<file path="src/rtl/act_pkg.sv">
// Shared types and codes for the cook-timer controller.
package act_pkg;

    // Event codes carried on the input tuser
    localparam logic [2:0] KIND_DIGIT = 3'd0;
    localparam logic [2:0] KIND_START = 3'd1;
    localparam logic [2:0] KIND_STOP  = 3'd2;
    localparam logic [2:0] KIND_PAUSE = 3'd3;
    localparam logic [2:0] KIND_SLEEP = 3'd4;
    localparam logic [2:0] KIND_TICK  = 3'd5;
    localparam logic [2:0] KIND_POLL  = 3'd6;

    // Run modes
    localparam logic [1:0] MODE_STOPPED  = 2'd0;
    localparam logic [1:0] MODE_COOKING  = 2'd1;
    localparam logic [1:0] MODE_PAUSED   = 2'd2;
    localparam logic [1:0] MODE_FINISHED = 2'd3;

    // LED bits
    localparam logic [1:0] LIGHT_NONE = 2'b00;
    localparam logic [1:0] LIGHT_COOK = 2'b01;
    localparam logic [1:0] LIGHT_STOP = 2'b10;

    localparam logic [3:0] DIGIT_MAX    = 4'd9;
    localparam logic [1:0] ENTRY_MAX    = 2'd2;
    localparam logic [6:0] ELAPSED_MAX  = 7'd127;
    localparam logic [8:0] TEMP_LIMIT_RESET = 9'd100;

    localparam int IN_DATA_W  = 16;
    localparam int OUT_DATA_W = 16;

    // Controller state
    typedef struct packed {
        logic [1:0] run_mode;
        logic       sleeping;
        logic [1:0] entry_count;
        logic [3:0] digit0;
        logic [3:0] digit1;
        logic [6:0] target_min;
        logic [6:0] elapsed_min;
        logic [6:0] remaining_min;
        logic [6:0] held_min;
        logic [8:0] last_temp;
        logic [1:0] lights;
    } act_state_t;

    localparam act_state_t STATE_RESET = '{
        run_mode:      MODE_STOPPED,
        sleeping:      1'b1,
        entry_count:   2'd0,
        digit0:        4'd0,
        digit1:        4'd0,
        target_min:    7'd0,
        elapsed_min:   7'd0,
        remaining_min: 7'd0,
        held_min:      7'd0,
        last_temp:     9'd0,
        lights:        LIGHT_NONE
    };

endpackage

</file>
<file path="src/rtl/appliance_cook_timer_fsm_top.sv">
// Top level of the cook-timer controller: stream ports, input and result registers.
//
// Usage:
//   Each input transaction carries one event (s_tuser = event kind, s_tdata =
//   key digit and temperature). Every event produces exactly one result
//   transaction on the m_ side reporting mode, sleep flag, LEDs, minutes left
//   and digits entered after the event is applied.
//   The temperature limit is written on the cfg_ channel (cfg_ready is always
//   high); write it only while no event is in flight.
//   An accepted event is loaded into the input register and then applied into
//   the state and result registers.
//   Throughput: one event per cycle while results are taken; the state update
//   is a single short pass of logic from the input register into the state and
//   result registers. When the receiver stalls, the result register holds, the
//   input register fills, and s_tready drops until the result is taken.
//   Reset (aresetn low, synchronous) empties both registers, puts the
//   controller in stopped mode and asleep with LEDs off and all counts zero,
//   and sets the temperature limit to 100.
module appliance_cook_timer_fsm_top (
    input  logic        aclk,
    input  logic        aresetn,
    // Event input
    input  logic        s_tvalid,
    output logic        s_tready,
    input  logic [act_pkg::IN_DATA_W-1:0]  s_tdata,  // [3:0] key_digit, [12:4] temperature,
                                                     // [15:13] zero
    input  logic [2:0]  s_tuser,   // [2:0] kind
    // Result output
    output logic        m_tvalid,
    input  logic        m_tready,
    output logic [act_pkg::OUT_DATA_W-1:0] m_tdata,  // [1:0] mode, [2] asleep,
                                                     // [3] cooking_light, [4] stop_light,
                                                     // [11:5] minutes_left,
                                                     // [13:12] digits_entered, [15:14] zero
    // Temperature limit write
    input  logic        cfg_valid,
    output logic        cfg_ready,
    input  logic [8:0]  cfg_data
);
    import act_pkg::*;

    logic               in_valid_reg;
    logic [2:0]         in_kind_reg;
    logic [3:0]         in_digit_reg;
    logic [8:0]         in_temp_reg;
    logic               out_valid_reg;
    logic [OUT_DATA_W-1:0] out_data_reg;
    logic [8:0]         max_temp_reg;
    act_state_t         state_reg;
    act_state_t         state_next;
    logic               advance;
    logic               in_take;

    assign advance   = in_valid_reg && (!out_valid_reg || m_tready);
    assign s_tready  = !in_valid_reg || advance;
    assign in_take   = s_tvalid && s_tready;
    assign cfg_ready = 1'b1;
    assign m_tvalid  = out_valid_reg;
    assign m_tdata   = out_data_reg;

    act_step u_step (
        .cur             (state_reg),
        .kind            (in_kind_reg),
        .key_digit       (in_digit_reg),
        .temperature     (in_temp_reg),
        .max_temperature (max_temp_reg),
        .nxt             (state_next)
    );

    // Hold the temperature limit
    always_ff @(posedge aclk) begin
        if (!aresetn) begin
            max_temp_reg <= TEMP_LIMIT_RESET;
        end else if (cfg_valid && cfg_ready) begin
            max_temp_reg <= cfg_data;
        end
    end

    // Capture an input transaction
    always_ff @(posedge aclk) begin
        if (!aresetn) begin
            in_valid_reg <= 1'b0;
        end else if (s_tready) begin
            in_valid_reg <= s_tvalid;
        end
    end

    always_ff @(posedge aclk) begin
        if (in_take) begin
            in_kind_reg  <= s_tuser;
            in_digit_reg <= s_tdata[3:0];
            in_temp_reg  <= s_tdata[12:4];
        end
    end

    // Apply the event and register the result
    always_ff @(posedge aclk) begin
        if (!aresetn) begin
            state_reg     <= STATE_RESET;
            out_valid_reg <= 1'b0;
        end else begin
            if (advance) begin
                state_reg     <= state_next;
                out_valid_reg <= 1'b1;
            end else if (m_tready) begin
                out_valid_reg <= 1'b0;
            end
        end
    end

    always_ff @(posedge aclk) begin
        if (advance) begin
            out_data_reg <= {2'b00, state_next.entry_count, state_next.remaining_min,
                             state_next.lights[1], state_next.lights[0],
                             state_next.sleeping, state_next.run_mode};
        end
    end

    // Empty result register never blocks the input
    a_ready_when_empty: assert property (@(posedge aclk) disable iff (!aresetn)
        !out_valid_reg |-> s_tready)
        else $error("input stalled with empty result register");

    // Asleep implies stopped with LEDs off
    a_sleep_stopped: assert property (@(posedge aclk) disable iff (!aresetn)
        state_reg.sleeping |-> (state_reg.run_mode == MODE_STOPPED &&
                                state_reg.lights == LIGHT_NONE))
        else $error("asleep while running or lit");

    // No more than two digits held
    a_entry_bound: assert property (@(posedge aclk) disable iff (!aresetn)
        state_reg.entry_count <= ENTRY_MAX)
        else $error("entry count out of range");

    // A processed event always yields a result next cycle
    a_advance_result: assert property (@(posedge aclk) disable iff (!aresetn)
        advance |=> out_valid_reg)
        else $error("processed event produced no result");

endmodule

</file>
<file path="src/rtl/act_step.sv">
// Next-state logic of the cook-timer controller for one event.
module act_step (
    input  act_pkg::act_state_t cur,
    input  logic [2:0]          kind,
    input  logic [3:0]          key_digit,
    input  logic [8:0]          temperature,
    input  logic [8:0]          max_temperature,
    output act_pkg::act_state_t nxt
);
    import act_pkg::*;

    logic       ready;
    logic [6:0] entry_value;
    logic [6:0] elapsed_inc;

    // Two-digit entry: tens * 10 + units, digits are at most 9
    assign entry_value = ({3'd0, cur.digit0} << 3) + ({3'd0, cur.digit0} << 1)
                       + {3'd0, cur.digit1};
    assign ready = (cur.run_mode == MODE_STOPPED) && !cur.sleeping;
    assign elapsed_inc = (cur.elapsed_min < ELAPSED_MAX) ? cur.elapsed_min + 7'd1
                                                         : cur.elapsed_min;

    always_comb begin
        nxt = cur;
        unique case (kind)
            KIND_DIGIT: begin
                if (ready && key_digit <= DIGIT_MAX && cur.entry_count < ENTRY_MAX) begin
                    if (cur.entry_count == 2'd0) begin
                        nxt.digit0 = key_digit;
                    end else begin
                        nxt.digit1 = key_digit;
                    end
                    nxt.entry_count = cur.entry_count + 2'd1;
                end
            end
            KIND_START: begin
                if (ready) begin
                    if (cur.entry_count == 2'd1) begin
                        nxt.target_min = {3'd0, cur.digit0};
                    end else if (cur.entry_count == 2'd2) begin
                        nxt.target_min = entry_value;
                    end
                    nxt.remaining_min = nxt.target_min;
                    if (nxt.target_min != 7'd0) begin
                        nxt.run_mode = MODE_COOKING;
                    end
                end else if (cur.run_mode == MODE_PAUSED && cur.target_min != 7'd0) begin
                    // Resume; nothing held means the run is already done
                    nxt.remaining_min = cur.held_min;
                    nxt.target_min    = cur.held_min;
                    nxt.run_mode      = (cur.held_min == 7'd0) ? MODE_FINISHED
                                                               : MODE_COOKING;
                end
            end
            KIND_STOP: begin
                if (!cur.sleeping) begin
                    nxt.run_mode    = MODE_STOPPED;
                    nxt.lights      = LIGHT_STOP;
                    nxt.elapsed_min = 7'd0;
                    nxt.target_min  = 7'd0;
                    nxt.entry_count = 2'd0;
                    nxt.digit0      = 4'd0;
                    nxt.digit1      = 4'd0;
                    nxt.held_min    = 7'd0;
                    nxt.last_temp   = 9'd0;
                end
            end
            KIND_PAUSE: begin
                if (!cur.sleeping && cur.run_mode != MODE_STOPPED) begin
                    nxt.lights      = LIGHT_STOP;
                    nxt.run_mode    = MODE_PAUSED;
                    nxt.held_min    = cur.remaining_min;
                    nxt.elapsed_min = 7'd0;
                end
            end
            KIND_SLEEP: begin
                if (cur.sleeping) begin
                    nxt.sleeping = 1'b0;
                    nxt.lights   = cur.lights | LIGHT_STOP;
                end else begin
                    nxt = STATE_RESET;
                    nxt.remaining_min = cur.remaining_min;
                end
            end
            KIND_TICK: begin
                if (cur.run_mode == MODE_COOKING) begin
                    nxt.elapsed_min = elapsed_inc;
                    if (cur.remaining_min != 7'd0) begin
                        nxt.remaining_min = cur.remaining_min - 7'd1;
                    end
                    if (elapsed_inc == cur.target_min) begin
                        nxt.run_mode = MODE_FINISHED;
                    end
                    nxt.last_temp = temperature;
                end
            end
            KIND_POLL: begin
                if (cur.run_mode == MODE_COOKING) begin
                    if (cur.last_temp > max_temperature) begin
                        // Overheat: drop into sleep, keep the display count
                        nxt = STATE_RESET;
                        nxt.remaining_min = cur.remaining_min;
                    end else begin
                        nxt.lights = LIGHT_COOK;
                    end
                end else if (cur.run_mode == MODE_FINISHED) begin
                    nxt.lights      = LIGHT_STOP;
                    nxt.run_mode    = MODE_STOPPED;
                    nxt.elapsed_min = 7'd0;
                    nxt.target_min  = 7'd0;
                    nxt.entry_count = 2'd0;
                    nxt.digit0      = 4'd0;
                    nxt.digit1      = 4'd0;
                    nxt.held_min    = 7'd0;
                    nxt.last_temp   = 9'd0;
                end
            end
            default: begin
                nxt = cur;
            end
        endcase
    end

endmodule

</file>
<file path="config.mk">
export PLATFORM = sky130hd
export DESIGN_NAME = appliance_cook_timer_fsm_top
export DESIGN_NICKNAME = d
export VERILOG_FILES = /design/src/rtl/act_pkg.sv /design/src/rtl/appliance_cook_timer_fsm_top.sv /design/src/rtl/act_step.sv
export SDC_FILE = /design/constraint.sdc
export NUM_CORES = 1
export LEC_CHECK = 0
export BUFFER_PORTS_ARGS = -buffer_cell sky130_fd_sc_hd__buf_2
export CORE_UTILIZATION = 55
export CTS_CLUSTER_SIZE = 40
export DETAILED_ROUTE_END_ITERATION = 10
export GPL_TIMING_DRIVEN = 0
export PLACE_DENSITY = 0.83
export SYNTH_ARGS = -nofsm -noshare
export SYNTH_HDL_FRONTEND = slang
export SYNTH_SLANG_ARGS = --single-unit
</file>
<file path="constraint.sdc">
create_clock -name aclk -period 2.9 [get_ports aclk]
set_input_delay 0.145 -clock aclk [delete_from_list [all_inputs] [get_ports aclk]]
set_output_delay 0.145 -clock aclk [all_outputs]
set_load 0.005 [all_outputs]
</file>
# Word-level counts from Yosys, hierarchy flattened
# Cells that the tools add are included.
# W data, S select, Z words.
[op_classes]
n_mux = 52
add_sub_neg = 5
n_eq_ne = 22
shift = 0
n_mul = 0
reduce_logical = 33
div = 0
magnitude_cmp = 4
bitwise_logic = 0
[ops]
columns = ["op", "n"]
rows = [
  ["$mux W7", 13],
  ["$pmux W7 S4", 3],
  ["$mux W24", 3],
  ["$mux W18", 3],
  ["$mux W50", 1],
  ["$mux W47", 1],
  ["$pmux W10 S4", 1],
  ["$pmux W9 S4", 1],
  ["$pmux W7 S5", 1],
  ["$mux W2", 12],
  ["$reduce_and A8 Y1", 3],
  ["$reduce_and A7 Y1", 3],
  ["$reduce_bool A7 Y1", 3],
  ["$reduce_bool A4 Y1", 4],
  ["$mux W14", 1],
  ["$mux W10", 1],
  ["$pmux W2 S5", 1],
  ["$eq A3 B3 Y1 const B", 3],
  ["$gt A9 B9 Y1", 1],
  ["$mux W9", 1],
  ["$mux W4", 2],
  ["$ne A2 B1 Y1 const B", 4],
  ["$pmux W2 S4", 1],
  ["$add A7 B1 Y7 const B", 1],
  ["26 further kinds", 48],
]
[totals]
n_memories = 0
word_cells = 134
in_bits = 33
register_bits = 93
mem_bits_ro = 0
latchBits = 0
ram_bits = 0
output_inout_bits = 19

# Longest topological paths before layout
# Gate-level depths: netlist (run 1).
[logic_depth]
ltp_word = 10
depth_mapped = 10
ltp_nobuf = 10

# Hierarchy
# From an unflattened synthesis (run 1), not the netlist that was laid out.
[hier_totals]
hier_cells = 673
hier_area_um2 = 5931.9
[modules_own_cells]
columns = ["mod", "area_each_um2", "cells_each", "n_inst", "seq_area_each_um2"]
rows = [
  ["appliance_cook_timer_fsm_top", 3485.8, 300, 1, 2162.1],
  ["act_step", 2446.1, 373, 1, 0.0],
]

# Least setup slack after synthesis (run 1)
# OpenSTA, ideal clock, no wires.
[synth_timing]
kind = "flip-flop to flip-flop"
from = "register state_reg[43] (netlist name)"
to = "register out_data_reg[0] (netlist: m_tdata[0]) (data pin)"
arrival_time_ns = 2.319
period_less_slack_ns = 2.576
setup_time_ns = 0.257
path_stages_with_launch = 10
t_required_ns = 2.643
slack_ns = 0.324
path_buffers = 0
path_cell_list = "dfxtp_1 -> inv_1 -> fa_1 -> fa_1 -> nand2b_1 -> a21oi_1 -> mux2_2 -> nor2_1 -> a31o_2 -> nand2_1"
[synth_lines]
columns = ["element", "line", "text"]
rows = [
  ["from (decl)", "appliance_cook_timer_fsm_top.sv:49", "act_state_t state_reg;"],
  ["from (signal assigned)", "appliance_cook_timer_fsm_top.sv:103", "state_reg <= state_next;"],
  ["to (signal assigned)", "appliance_cook_timer_fsm_top.sv:113", "out_data_reg <= {2'b00, state_next.entry_count, state_next.remaining_min,"],
  ["to (decl)", "appliance_cook_timer_fsm_top.sv:47", "logic [OUT_DATA_W-1:0] out_data_reg;"],
]

==> metrics.txt, run 1 <==
status completed; routed vias 5,384; PortBufs 45; clock network fraction of design power 0.343; final core utilization 0.655; Synth Instances around 640; cell area after synthesis around 5600 sq um; Pwr per Cell Area 407 nW/um^2; WP data arrival around 3100 ps; core area between 9000 and 10,000 sq um; TritonCTS Buffers 9; clk_lat worst skew about 400 ps; DRT iter0 DRCs 409; CP max stage cell fa_1; largest net degree at the start of global routing 24; Setup Skew about 11 ps; ANT cells 0; WL per Instance roughly 18 um; die height 103 um; final hold violations 0; mux cell area share after synthesis 0.0727; final setup vio count 0; fmax 356 MHz; MaxCap Viol Count 0; total power about 2.6 mW; Worst R2R Start state_reg[42]; Die X-Extent ~100 um; main combinational cell family by area after synthesis compound AO/OA/AOI/OAI gates; post-synthesis xor/xnor area fraction 0.00943; Detailed Route WL 15.5 mm; Netlist cell types 75; number of iterations in the first detailed-routing pass 6; Routability Congestion ~0.94; reg2reg end m_tdata[0]; hold endpoint max_temp_reg[7]; hpwl dp 11.2 mm; total number of yosys warnings 0; type of destination of the critical path flop; vias per cell about 6.3; Ports 52; max FFs per register 52; antenna viol nets, final 0; DIE AREA 10,500 sq um; Post-Synth Simple-Gate Area 0.195; HP Start cfg_data[7]; CP max stage delay 590 ps; layout cell share with drive strength beyond 1 0.140; switching share of power 0.295; crit path cell chain inv_1 -> fa_1 -> inv_1 -> ha_1 -> a21o_1 -> a2111oi_0 -> a211oi_2 -> a31o_2 -> nand2_1; FP Rows 36; Pins Over Slew Limit 0; GRT overflow 0; worst relative slew slack 0.445; root buffer cell clkbuf_8; Multi-input gate area 3110 sq um; Worst path most repeated cell inv_1; fin nets about 780; Worst VDD drop ~0.44 mV; clock-pin slew on the worst setup and hold paths roughly 100 ps; Crit Path Class reg -> reg; HP Class in -> reg; FFs w/ async S/R, synth 0; WP data required roughly 3200 ps; clk sinks 93; fill count approximately 820; adder-cell share of the synthesized area 0.0566; FF-to-FF setup slack about 90 ps; Leakage between 2 and 2.5 nW; critical-path maximum fanout 3; Comb power frac 0.122; Seq pwr share 0.535; area grow syn2layout 15.4%; CTS tree yes; All-Layer GR Usage 0.307; min Tclk post-route roughly 2800 ps; Initial Util 0.568; DRC viols 0; total internal power roughly 1.8 mW; initial antenna violation count 0; CP startpoint kind flop; worst r2r path cells 9; crit share post-route 0.969; vias in the first global route approximately 4.9k; Post-synth top flop dfxtp_1; Compound-Gate Fraction of Synth Area 0.220; H-tree depth 3; number of synthesized register bits 93; Seq/Total Area, Yosys 0.388; Hold Path Cell Cnt 3; syn_area_per_cell approximately 8.7 sq um; EDFF count, synth 30; first-pass GRT wire length 24.5 mm; Max clock buf depth 2; Net Switching ~0.77 mW; Reg area around 2200 sq um; Worst Max-Slew Pin Slew roughly 830 ps
==> synth_stat cells (5+ instances only) <==
library cell	instances	area share
o21ai_0	35	0.031
a31oi_1	8	0.0090
buf_4	5	0.0067
and3_1	9	0.010
nand2_1	65	0.044
nor2b_1	7	0.0079
edfxtp_1	30	0.16
mux2i_1	36	0.065
ha_1	22	0.049
o21ai_1	8	0.0072
a22o_1	10	0.016
inv_1	34	0.023
dfxtp_1	63	0.23
a21oi_1	40	0.036
buf_2	12	0.011
nor3_1	10	0.0090
o211ai_1	7	0.0094
nand3_1	28	0.025
nand2b_1	7	0.0079
o22ai_1	8	0.0090
clkbuf_1	21	0.014
a21o_1	7	0.0094
nor3b_1	5	0.0067
nor4_1	5	0.0056
nor2_1	57	0.038
==> cell usage in the layout (no fill, tap or decap), drive strengths merged, types with 5 or more instances in the layout <==
cell type / n
a22o: 10
edfxtp: 30
o21ai: 44
a31oi: 9
nand2b: 7
o211ai: 7
dfxtp: 63
a21oi: 40
clkbuf: 30
nor2: 58
mux2i: 36
nand2: 65
nor4: 6
inv: 39
buf: 65
ha: 22
nor3b: 5
nor3: 11
nand3: 28
a211oi: 8
and3: 9
dlygate4sd3: 24
nor2b: 7
a21o: 7
o22ai: 8
==> per-layer routing <==
layer  part of all wire  GRT usage  wire [um]  up-vias
li1                   -          -          -     2507
met1               0.41      0.381       6350     2545
met2               0.47      0.499       7340      282
met3              0.083     0.0814       1290       50
met4              0.033      0.141        510        0
met5                  0          0          0        -
==> power groups by stage <==
stage / combinational, mW / clock, mW / sequential, mW
global placement: 0.278 / 0 / 1.43
finish: 0.321 / 0.899 / 1.40
CTS: 0.310 / 0.912 / 1.40
detailed placement: 0.284 / 0 / 1.43
global route: 0.350 / 0.951 / 1.41
floorplan: 0.189 / 0 / 1.43
==> per-stage QoR <==
step / TNS (ps) / instances / setup WS (ps) / hold slack, ps / area (sq um)
3_3_place_gp: 0 / 820 / 26.3 / 321 / 5970
3_5_place_dp: -4.27 / 820 / -4.27 / 323 / 5970
4_1_cts: 0 / 860 / 14.0 / 3.65 / 6420
5_1_grt: -41.9 / 860 / -30.0 / 13.0 / 6430
2_1_floorplan: 0 / 642 / 324 / 244 / 5580
6_report: 0 / 860 / 89.7 / 3.29 / 6430
==> final cells by class <==
type	instances	share of cell area
Clock buffer	9	0.0193
Inverter	36	0.0210
Multi-Input combinational cell	472	0.483
Sequential cell	93	0.336
Buffer	41	0.0294
Clock inverter	7	0.0126
Tap cell	133	0.0259
Timing Repair Buffer	69	0.0723
==> cell families (layout without fill, tap and decap cells) <==
family | count (synthesis) | count (layout)
and+or+nand+nor | 221 | 221
AOI/OAI and AO/OA | 178 | 178
DFF | 93 | 93
buffers and inverters | 77 | 162
muxes | 40 | 40
adders and majority gates | 24 | 24
xor gates and xnor gates | 6 | 6
other | 2 | 3
==> critical path, delay by kind of cell (launching register included) <==
family                   cells  cell delay [ps]
AO/OA/AOI/OAI                4             1210
adder cells (fa/ha/maj)      2              870
flip-flops                   1              360
buffers and inverters        2              130
AND/OR/NAND/NOR              1               90
==> how the worst max path moves through the flow <==
stage | from | end | slack, ps | cells past startpoint
after floorplan | state_reg[43] | m_tdata[0] | 320 | 9
after global placement | state_reg[43] | m_tdata[0] | 30 | 9
after detailed placement | state_reg[43] | m_tdata[0] | -4 | 9
after CTS | state_reg[43] | m_tdata[10] | 10 | 10
after global routing | state_reg[42] | m_tdata[0] | -30 | 9
final | state_reg[42] | m_tdata[0] | 90 | 9
==> what timing repair did <==
item | in CTS | in global routing
endpoints found under the setup margin | 1 | 8
gates resized for setup | 1 | 8
hold buffers | 24 | 0
endpoints found under the hold margin | 24 | 0
setup buffers | 0 | 0
pin swaps | 0 | 0
Power figures use the tool's default switching activity.
==> run 2: changes to the inputs <==
Settings changed: CORE_UTILIZATION 55 to 54, PLACE_DENSITY 0.83 to 0.84, SETUP_SLACK_MARGIN set to 0.2.
Clock period 2.9 ns to 2.35 ns, I/O delays scaled along.
==> run 2 against run 1 <==
Net effect: the run now ends with negative setup slack left; combinational power up 54%; fmax up 9.0%; worst hold slack better by 11 ps; largest cell class unchanged.
==> metrics.txt, run 2 (synthesized netlist as in run 1, its figures left out) <==
fmax 388 MHz (+9.0%); Initial Util 0.562 (-0.00516); MaxCap Viol Count 0 (unchanged); Die X-Extent 104 um (+0.91%); H-tree depth 3 (unchanged); Setup Skew 27.2 ps (+16.0 ps); HP Class in -> reg; crit share post-route 1.10 (+0.128); status complete, but fails checks; Pwr per Cell Area 482 nW/um^2 (+18%); crit path cell chain inv_2 -> fa_2 -> fa_2 -> nand2b_4 -> a21oi_4 -> mux2_4 -> nor2_4 -> a31o_4 -> nand2_2; root buffer cell clkbuf_8; CP top delay family adder cells; final instance area 7360 sq um (+14%); min Tclk post-route 2580 ps (-232 ps); CTS tree yes; commonest cells after routing, fill and taps aside nand2_1 (62), buf_2 (53), nor2_1 (48); Pins Over Slew Limit 0 (unchanged); hpwl dp 11.0 mm (-1.8%); layout cell share with drive strength beyond 1 0.308 (+0.168); PortBufs 45 (unchanged); clk sinks 93 (unchanged); All-Layer GR Usage 0.302 (-0.00484); Worst VDD drop 0.422 mV (-4.8%); Routability Congestion 0.923 (-2.2%); total power 3.55 mW (+35%); Detailed Route WL 19.5 mm (+26%); CP max stage delay 500 ps (-90 ps); WP data required 2480 ps (-680 ps); Worst Max-Slew Pin Slew 760 ps (-72.8 ps); unrepaired setup endpoints after global routing yes; Ports 52 (unchanged); first-pass GRT wire length 25.8 mm (+5.1%); worst relative slew slack 0.494 (+0.0486); DRT iter0 DRCs 812 (+99%); CP max stage cell fa_2; clock-pin slew on the worst setup and hold paths 130 ps (+30 ps); Leakage 2.75 nW (+11%); DRC viols 0 (unchanged); GRT overflow 0 (unchanged); Worst path most repeated cell fa_2; Crit Path Class reg -> reg; largest net degree at the start of global routing 24 (unchanged); failing checks negative setup slack; critical-path maximum fanout 3 (unchanged); routed vias 5,897 (+9.5%); type of destination of the critical path flop; antenna viol nets, final 0 (unchanged); area grow syn2layout 32.1%; number of iterations in the first detailed-routing pass 5 (-1); DIE AREA 10,700 sq um (+1.8%); vias in the first global route 5,218 (+5.9%); WP data arrival 2710 ps (-360 ps); WP buf/inv 1 (-1); max FFs per register 52 (unchanged); TritonCTS Buffers 9 (unchanged); clk_lat worst skew 400 ps (about the same); FP Rows 36 (unchanged); area of placed instances 6010 sq um (+0.67%); fin nets 818 (+5.0%); vias per cell 6.55 (+4.7%); core area 9910 sq um (+0.92%); final setup vio count 20 (+20); initial antenna violation count 1 (+1); commonest non-fill, non-tap cell in the layout nand2_1; WL per Instance 21.7 um (+21%); CP startpoint kind flop; Max clock buf depth 2 (unchanged); final hold violations 0 (unchanged); die height 104 um (+0.91%); WHS 14.7 ps (+11.4 ps); final core utilization 0.743 (+0.0877); final worst slack -229 ps (-318 ps)
[run 2: through the flow]
stage | setup slack, ps | setup TNS (ps) | instances
floorplan | 8.82 | 0 | 642
global placement | -234 | -4650 | 820
detailed placement | -289 | -4970 | 820
CTS | -188 | -1140 | 873
global route | -257 | -3070 | 900
finish | -229 | -1450 | 900
[run 2: layer usage]
layer | global-route usage | vias up | wire, um
met4 | 0.147 | 0 | 1200
met5 | 0 | - | 0
met2 | 0.508 | 453 | 8930
li1 | - | 2572 | -
met1 | 0.369 | 2750 | 7160
met3 | 0.0617 | 122 | 2250
[run 2: path summary, 6_finish.rpt]
kind / startpoint / slack, ps / end / cells after the start
worst min-delay path: m_tready / 10 / m_tvalid / 4
worst min register to register: state_reg[2] / 470 / state_reg[2] / 2
worst max-delay path: state_reg[42] / -230 / m_tdata[0] / 9
worst max register to register: state_reg[42] / -230 / m_tdata[0] / 9
[run 2: tightest hold or removal path, delay by kind of cell]
kind,cells,cell delay (ps)
and+or+nand+nor,3,190
buffers and inverters,1,80
[run 2: area by class of cell]
class / count / area, sq um
multi-input cells: 472 / 3610
fillers: 645 / 2550
flip-flops and latches: 93 / 2190
repair buffers: 108 / 776
plain buffers: 41 / 234
well taps: 133 / 166
inverters: 36 / 138
clock buffers: 9 / 124
clock inverters: 7 / 115
diodes: 1 / 2.50
[run 2: what timing repair did]
item,CTS,global route
hold buffers,25,1
endpoints found under the hold margin,25,1
gates cloned,1,0
setup endpoints to repair,67,58
pin swaps,6,26
buffers inserted,11,25
gates resized for setup,36,112
[run 2: report_power, final]
group	internal (mW)	switching (mW)
Clock	0.627	0.696
Sequential	1.71	0.0270
Combinational	0.196	0.300
Total	2.53	1.02
